$ cat config.mk
export PLATFORM = sky130hd
export DESIGN_NAME = sfx_front
export DESIGN_NICKNAME = d
export VERILOG_FILES = /design/src/rtl/sfx_pkg.sv /design/src/rtl/sfx_front.sv
export SDC_FILE = /design/constraint.sdc
export NUM_CORES = 1
export LEC_CHECK = 0
export ABC_AREA = 1
export BUFFER_PORTS_ARGS = -buffer_cell sky130_fd_sc_hd__buf_4
export CAP_MARGIN = 5
export CORE_UTILIZATION = 45
export DETAILED_ROUTE_END_ITERATION = 8
export PLACE_DENSITY = 0.59
export SYNTH_ARGS = -nofsm -noshare
export SYNTH_HDL_FRONTEND = slang
export SYNTH_SLANG_ARGS = --single-unit
$ cat constraint.sdc
create_clock -name clk_i -period 7.1 [get_ports clk_i]
set_clock_uncertainty 0.05 [all_clocks]
set_input_delay 0.71 -clock clk_i [delete_from_list [all_inputs] [get_ports clk_i]]
set_output_delay 0.71 -clock clk_i [all_outputs]
set_load 0.005 [all_outputs]
$ cat src/rtl/sfx_pkg.sv
// sfx_pkg: shared types and constants of the sound effect mixer
// no dependencies
package sfx_pkg;

  localparam int unsigned NumChannels    = 32;
  localparam int unsigned ChanW          = 5;
  localparam int unsigned SampleMemDepth = 65536;
  localparam int unsigned SampleAddrW    = 16;
  localparam logic [16:0] MixOutRate     = 17'd48000;
  localparam int unsigned QueueDepth     = 2;

  typedef enum logic [2:0] {
    REQ_WRITE = 3'd0,
    REQ_START = 3'd1,
    REQ_PAN   = 3'd2,
    REQ_STOP  = 3'd3,
    REQ_QUERY = 3'd4,
    REQ_MIX   = 3'd5
  } req_e;

  typedef struct packed {
    logic [2:0]  req_type;
    logic [4:0]  channel;
    logic [7:0]  volume;
    logic [7:0]  separation;
    logic [15:0] address;
    logic [15:0] length;
    logic [15:0] rate;
    logic [7:0]  data_byte;
  } req_t;

  typedef struct packed {
    logic signed [15:0] left_sample;
    logic signed [15:0] right_sample;
    logic               playing;
    logic               accepted;
  } rsp_t;

  // classified command handed from front to back
  typedef struct packed {
    req_e        op;
    logic        valid_op;
    logic [4:0]  channel;
    logic [6:0]  lgain;
    logic [6:0]  rgain;
    logic [15:0] address;
    logic [15:0] length;
    logic [15:0] rate;
    logic [7:0]  data_byte;
  } cmd_t;

  typedef enum logic [2:0] {
    ST_IDLE,
    ST_CMD,
    ST_READ,
    ST_CALC,
    ST_ACC,
    ST_OUT
  } mix_state_e;

  // x*y/127 for 0 <= x*y <= 127*254, truncating
  // reciprocal estimate is low by at most one, fixed by one compare
  function automatic logic [7:0] div127(input logic [14:0] p);
    logic [31:0] prod;
    logic [15:0] q;
    logic [15:0] r;
    begin
      prod = 32'(p) * 32'd516;
      q = prod[31:16];
      r = {1'b0, p} - 16'(q * 16'd127);
      if (r >= 16'd127) q = q + 16'd1;
      div127 = q[7:0];
    end
  endfunction

  function automatic logic signed [15:0] sat16(input logic signed [22:0] x);
    begin
      if (x > 23'sd32767) sat16 = 16'sh7fff;
      else if (x < -23'sd32768) sat16 = 16'sh8000;
      else sat16 = x[15:0];
    end
  endfunction

endpackage

$ cat src/rtl/sfx_front.sv
// sfx_front: accepts requests, clamps volume and pan, works out gains
// and pushes classified commands into a short queue; depends on sfx_pkg
module sfx_front (
  input  logic          clk_i,
  input  logic          rst_ni,
  input  logic          in_valid_i,
  output logic          in_ready_o,
  input  sfx_pkg::req_t in_req_i,
  output logic          cmd_valid_o,
  input  logic          cmd_ready_i,
  output sfx_pkg::cmd_t cmd_o
);

  sfx_pkg::cmd_t q_mem [sfx_pkg::QueueDepth];
  logic          wr_ptr_q, wr_ptr_d, rd_ptr_q, rd_ptr_d;
  logic [1:0]    cnt_q, cnt_d;
  sfx_pkg::cmd_t cmd_new;
  logic [6:0]    vol;
  logic [7:0]    sep, lg, rg;
  logic          push, pop;

  always_comb begin
    vol = (in_req_i.volume > 8'd127) ? 7'd127 : in_req_i.volume[6:0];
    sep = (in_req_i.separation > 8'd254) ? 8'd254 : in_req_i.separation;
    lg = sfx_pkg::div127(15'(vol * (8'd254 - sep)));
    rg = sfx_pkg::div127(15'(vol * sep));
    cmd_new.op        = sfx_pkg::req_e'(in_req_i.req_type);
    cmd_new.valid_op  = (in_req_i.req_type <= 3'd5);
    cmd_new.channel   = in_req_i.channel;
    cmd_new.lgain     = (lg > 8'd127) ? 7'd127 : lg[6:0];
    cmd_new.rgain     = (rg > 8'd127) ? 7'd127 : rg[6:0];
    cmd_new.address   = in_req_i.address;
    cmd_new.length    = in_req_i.length;
    cmd_new.rate      = in_req_i.rate;
    cmd_new.data_byte = in_req_i.data_byte;
  end

  assign in_ready_o  = (cnt_q != 2'(sfx_pkg::QueueDepth));
  assign push        = in_valid_i && in_ready_o;
  assign cmd_valid_o = (cnt_q != 2'd0);
  assign pop         = cmd_valid_o && cmd_ready_i;
  assign cmd_o       = q_mem[rd_ptr_q];

  always_comb begin
    wr_ptr_d = push ? ~wr_ptr_q : wr_ptr_q;
    rd_ptr_d = pop ? ~rd_ptr_q : rd_ptr_q;
    cnt_d    = cnt_q + {1'b0, push} - {1'b0, pop};
  end

  always_ff @(posedge clk_i) begin
    if (push) q_mem[wr_ptr_q] <= cmd_new;
  end

  always_ff @(posedge clk_i or negedge rst_ni) begin
    if (!rst_ni) begin
      wr_ptr_q <= 1'b0;
      rd_ptr_q <= 1'b0;
      cnt_q    <= 2'd0;
    end else begin
      wr_ptr_q <= wr_ptr_d;
      rd_ptr_q <= rd_ptr_d;
      cnt_q    <= cnt_d;
    end
  end

endmodule

== Word-level counts from Yosys, hierarchy flattened ==
Memories as Yosys holds them, arrays and structs flattened.
Index checks and enable logic that the tools add are counted.
W data, S select, Z words.

* Bits in latches: 0
* Input port bits: 84
* Bits in writable memories: 158
* Output and inout port bits: 81
* Bits in registers: 4
* Bits in read-only memories: 0
* Memories: 1
* Word-level logic and storage cells: 38

{| class="wikitable"
|+ Memory list
! name !! depth !! width !! rd ports !! clocked after memory_dff !! write ports !! RTL line !! text
|-
| q_mem || 2 || 79 || 1 || 0 || 1 || sfx_front.sv:14 || <nowiki>sfx_pkg::cmd_t q_mem [sfx_pkg::QueueDepth];</nowiki>
|}

* Div/mod/pow operators: 0
* Eq/ne operators: 1
* Multipliers: 6
* Reduce and logical (&&, ||, !) cells: 3
* Shifts and indexed selects: 0
* Mux-type cells: 8
* Order comparisons: 7
* Add/sub/neg operators: 7
* Bitwise operators: 2

{| class="wikitable"
|+ Operator list
! kind !! count
|-
| $mul A15 B8 Y23 const B || 2
|-
| $ge A16 B7 Y1 const B || 2
|-
| $mul A9 B7 Y16 const B || 2
|-
| $sub A15 B16 Y16 || 2
|-
| $gt A8 B7 Y1 const B || 3
|-
| $mux W8 || 3
|-
| $mux W7 || 3
|-
| $add A8 B1 Y8 const B || 2
|-
| $mul A7 B8 Y15 || 1
|-
| $mul A8 B9 Y15 || 1
|-
| $sub A8 B8 Y9 const A || 1
|-
| $gt A8 B8 Y1 const B || 1
|-
| $le A3 B3 Y1 const B || 1
|-
| $add A2 B1 Y2 || 1
|-
| $logic_and A1 B1 Y1 || 2
|-
| $mux W1 || 2
|-
| $ne A2 B2 Y1 const B || 1
|-
| $not A1 Y1 || 2
|-
| $reduce_bool A2 Y1 || 1
|-
| $sub A2 B1 Y2 || 1
|}

== Depth between registers and ports, before layout ==
* Depth after elaboration: 11
* Gate-level depth with buffers: 72
* Gate-level depth less buffers: 72

== Least setup slack after synthesis ==
No wires, ideal clock.

* Path type: input to register
* Start point: in in_req_i[61] (netlist bit)
* End point: mem q_mem[0][68] (netlist bit) (data pin)
* Path slack: -4.112 ns
* Setup time: 0.261 ns
* Stages: 61
* Data arrival time: 10.901 ns
* Path buffers: 0
* Required time: 6.789 ns
* Cells stage by stage: nand2_1 > nor2_2 > nand2_1 > nand2_1 > inv_1 > ha_1 > inv_1 > nor2_2 > xor2_1 > nor2_1 > fa_1 > inv_1 > fa_1 > inv_1 > fa_1 > inv_1 > fa_1 > inv_1 > [25 not listed] > fa_1 > fa_1 > inv_1 > fa_1 > inv_1 > ha_1 > nand2_1 > nand2_1 > o21bai_1 > a21oi_1 > nand3_1 > nand2_1 > inv_1 > nor3_1 > nand4_2 > nand2_1 > xor2_1 > nand2_1

{| class="wikitable"
|+ RTL lines
! what !! RTL line !! text
|-
| start, declared || sfx_front.sv:8 || <nowiki>input sfx_pkg::req_t in_req_i,</nowiki>
|-
| end, declared || sfx_front.sv:14 ||
|}

==> metrics.txt <==
RSZ-0062 raised after global routing=yes; met3 Use GR=2.81%; warnings from Yosys=0; synthesized area=0.0167 mm²; Ports=165; placed insts=2,903; Starting Density=45.6%; DRC=0; grt ovf=0; port buffer count=164; fin crit period=about 11 ns; Most common cell on crit path=buf_4; hold buffers post-CTS=0; antenna violations before repair=0; H-tree depth=4; WP data required=7.34 ns; maxcap violations=0; Crit Path Category=primary input to flop; vias=14,600; final worst slack=-3.49 ns; CP Launch Type=primary input; antenna-violating nets left=0; largest net degree at the start of global routing=80; Routability Congestion=0.845; slowest CP cell=fa_1; chip width=just under 200 µm; GRT Util Overall=a little under a quarter; cts bufs inserted=17; clk slew on worst S/H paths=0.06 ns; EDFF count, synth=158; first-pass GRT wire length=71,800 µm; ys flop type=edfxtp_1; Syn Inst Count=just under 2,000; ANT cells=0; CTS tree=built; DP HPWL=34,300 µm; most frequent cells in the layout=buf_4, nand2_1, inv_1, edfxtp_1, fa_1; max-slew violations=0; status=finished with violations; fill count=3,016; Mean Syn Cell Area=8.48 µm²; Core Rows=70; Slew @ Worst Pin=1.02 ns; Vias/cell=4.82; layout cell share with drive strength beyond 1=40.1%; drt pass-1 iters=5; sequential cell area=0.00485 mm²; die area=0.0378 mm²; net count of the finished layout=2,958; period utilization=149%; vias in the first global route=~15,000; Longest Clk Path Bufs=2; grt peak-use layer=met2; Fmax=94.4 MHz; Worst-Skew Late Latency=0.42 ns; Hold WC Path Type=primary input to asynchronous set/reset pin; multi-input logic area=between 0.01 and 0.015 mm²; die height=194 µm; Post-synth ARST share=2.47%; Rel. slew slack=31.7%; crit end category=flop; Netlist cell types=46; slowest stage delay, CP=0.55 ns; Syn Nets=2,386; P&R area growth vs syn=45.5%; grt met1 use=28.9%; WL/cell=14.5 µm; register bit total from synthesis=between 150 and 200; core area=0.0365 mm²; CTS root buf=clkbuf_16; final setup fails=28; Cell Count, Final, Fillers Out=3,019; final hold vios=0; most common cell after layout, fill and taps aside=buf_4; Detailed Route WL=43,900 µm; Critical Path Fanout Max=4; met2 usage=between 40% and 50%; Seq/Total Area, Yosys=between 20 and 30%; failing checks=negative setup slack; Arrival @ worst endpoint=10.83 ns; Initial DRC Count=640; CTS Sinks=162
critical path, delay by kind of cell:
kind | cells | cell delay, ns
buf+inv | 44 | 4.67
xor+xnor | 2 | 0.43
compound gates | 3 | 0.43
simple gates | 20 | 1.54
fa+ha+maj | 8 | 3.03
area by class of cell:
cell class                      count  share of cell area (%)
Clock inverter                     14                   0.619
Multi-Input combinational cell   1395                    50.9
Sequential cell                   162                    20.0
Inverter                          384                    6.10
Clock buffer                       18                    1.77
Timing Repair Buffer              578                    18.2
Tap cell                          468                    2.41
through the flow:
stage          hold slack [ns]  worst slack (ns)  util [%]  area [µm²]  TNS [ns]
6_report                0.0274             -3.49      66.4       24300    -89.20
5_1_grt                0.00456             -3.90      66.4       24300   -101.60
4_1_cts                 0.0136             -3.23      63.8       23300    -86.97
3_5_place_dp             0.461             -4.02      59.3       21700   -110.94
3_3_place_gp             0.459             -3.88      59.3       21700   -107.11
2_1_floorplan            0.364             -3.30         -       17500    -85.99
synthesized netlist by cell type, types with 4 or more instances:
cell | n | area share (%)
xor2_1 | 28 | 1.5
o21ai_0 | 33 | 0.99
nand2_1 | 544 | 12
nand3b_1 | 9 | 0.41
inv_2 | 12 | 0.27
nand3_2 | 10 | 0.60
xnor2_1 | 24 | 1.3
a21o_1 | 7 | 0.32
nor2_1 | 172 | 3.9
nand3_1 | 64 | 1.9
nor3_1 | 7 | 0.21
clkbuf_1 | 24 | 0.54
inv_1 | 370 | 8.3
ha_1 | 187 | 14
fa_1 | 149 | 18
o21a_1 | 5 | 0.23
a21oi_1 | 56 | 1.7
nand2_2 | 26 | 0.98
dfrtp_1 | 4 | 0.60
o21ai_1 | 6 | 0.18
nand4_1 | 22 | 0.83
nor2_2 | 9 | 0.34
nand2_4 | 4 | 0.27
edfxtp_1 | 158 | 28
worst paths after layout:
path                               from  cells after the start           end  slack, ns
max in group asynchronous        rst_ni                      1      rd_ptr_q       6.85
max reg2reg                    cnt_q[1]                      4  q_mem[0][28]       4.50
min in group clk_i          in_req_i[4]                      1   q_mem[0][4]       0.42
min reg2reg                    cnt_q[0]                      1      cnt_q[0]       0.49
min                              rst_ni                      1      cnt_q[0]       0.03
max                        in_req_i[56]                     77  q_mem[1][64]      -3.49
state kept, by name, summed over array words and instances (netlist names):
| register | flops |
|---|---|
| cnt_q | 2 |
| wr_ptr_q | 1 |
| rd_ptr_q | 1 |
| q_mem | 158 |
logic make-up after synthesis:
family / share of synthesized area (%)
flops: 29.1
fa+ha+maj: 31.9
xor+xnor: 3.39
simple gates: 22.4
buf+inv: 9.23
compound gates: 4.02
layer usage:
metal / wire, µm / up-vias / share of wire [%]
li1: - / 7275 / -
met1: 18300 / 6972 / 42
met2: 23100 / 246 / 53
met3: 1520 / 69 / 3.5
met4: 1020 / 0 / 2.3
met5: 0 / - / 0
repair_timing:
action | in CTS | in global routing
cloned | 0 | 0
pin swaps | 95 | 129
gates resized for setup | 144 | 180
setup endpoints to repair | 28 | 28
buffers inserted | 55 | 29
Power is left out: the tool's default activity adds up to more than one toggle a clock period on the data nets, which glitch-free logic cannot reach.
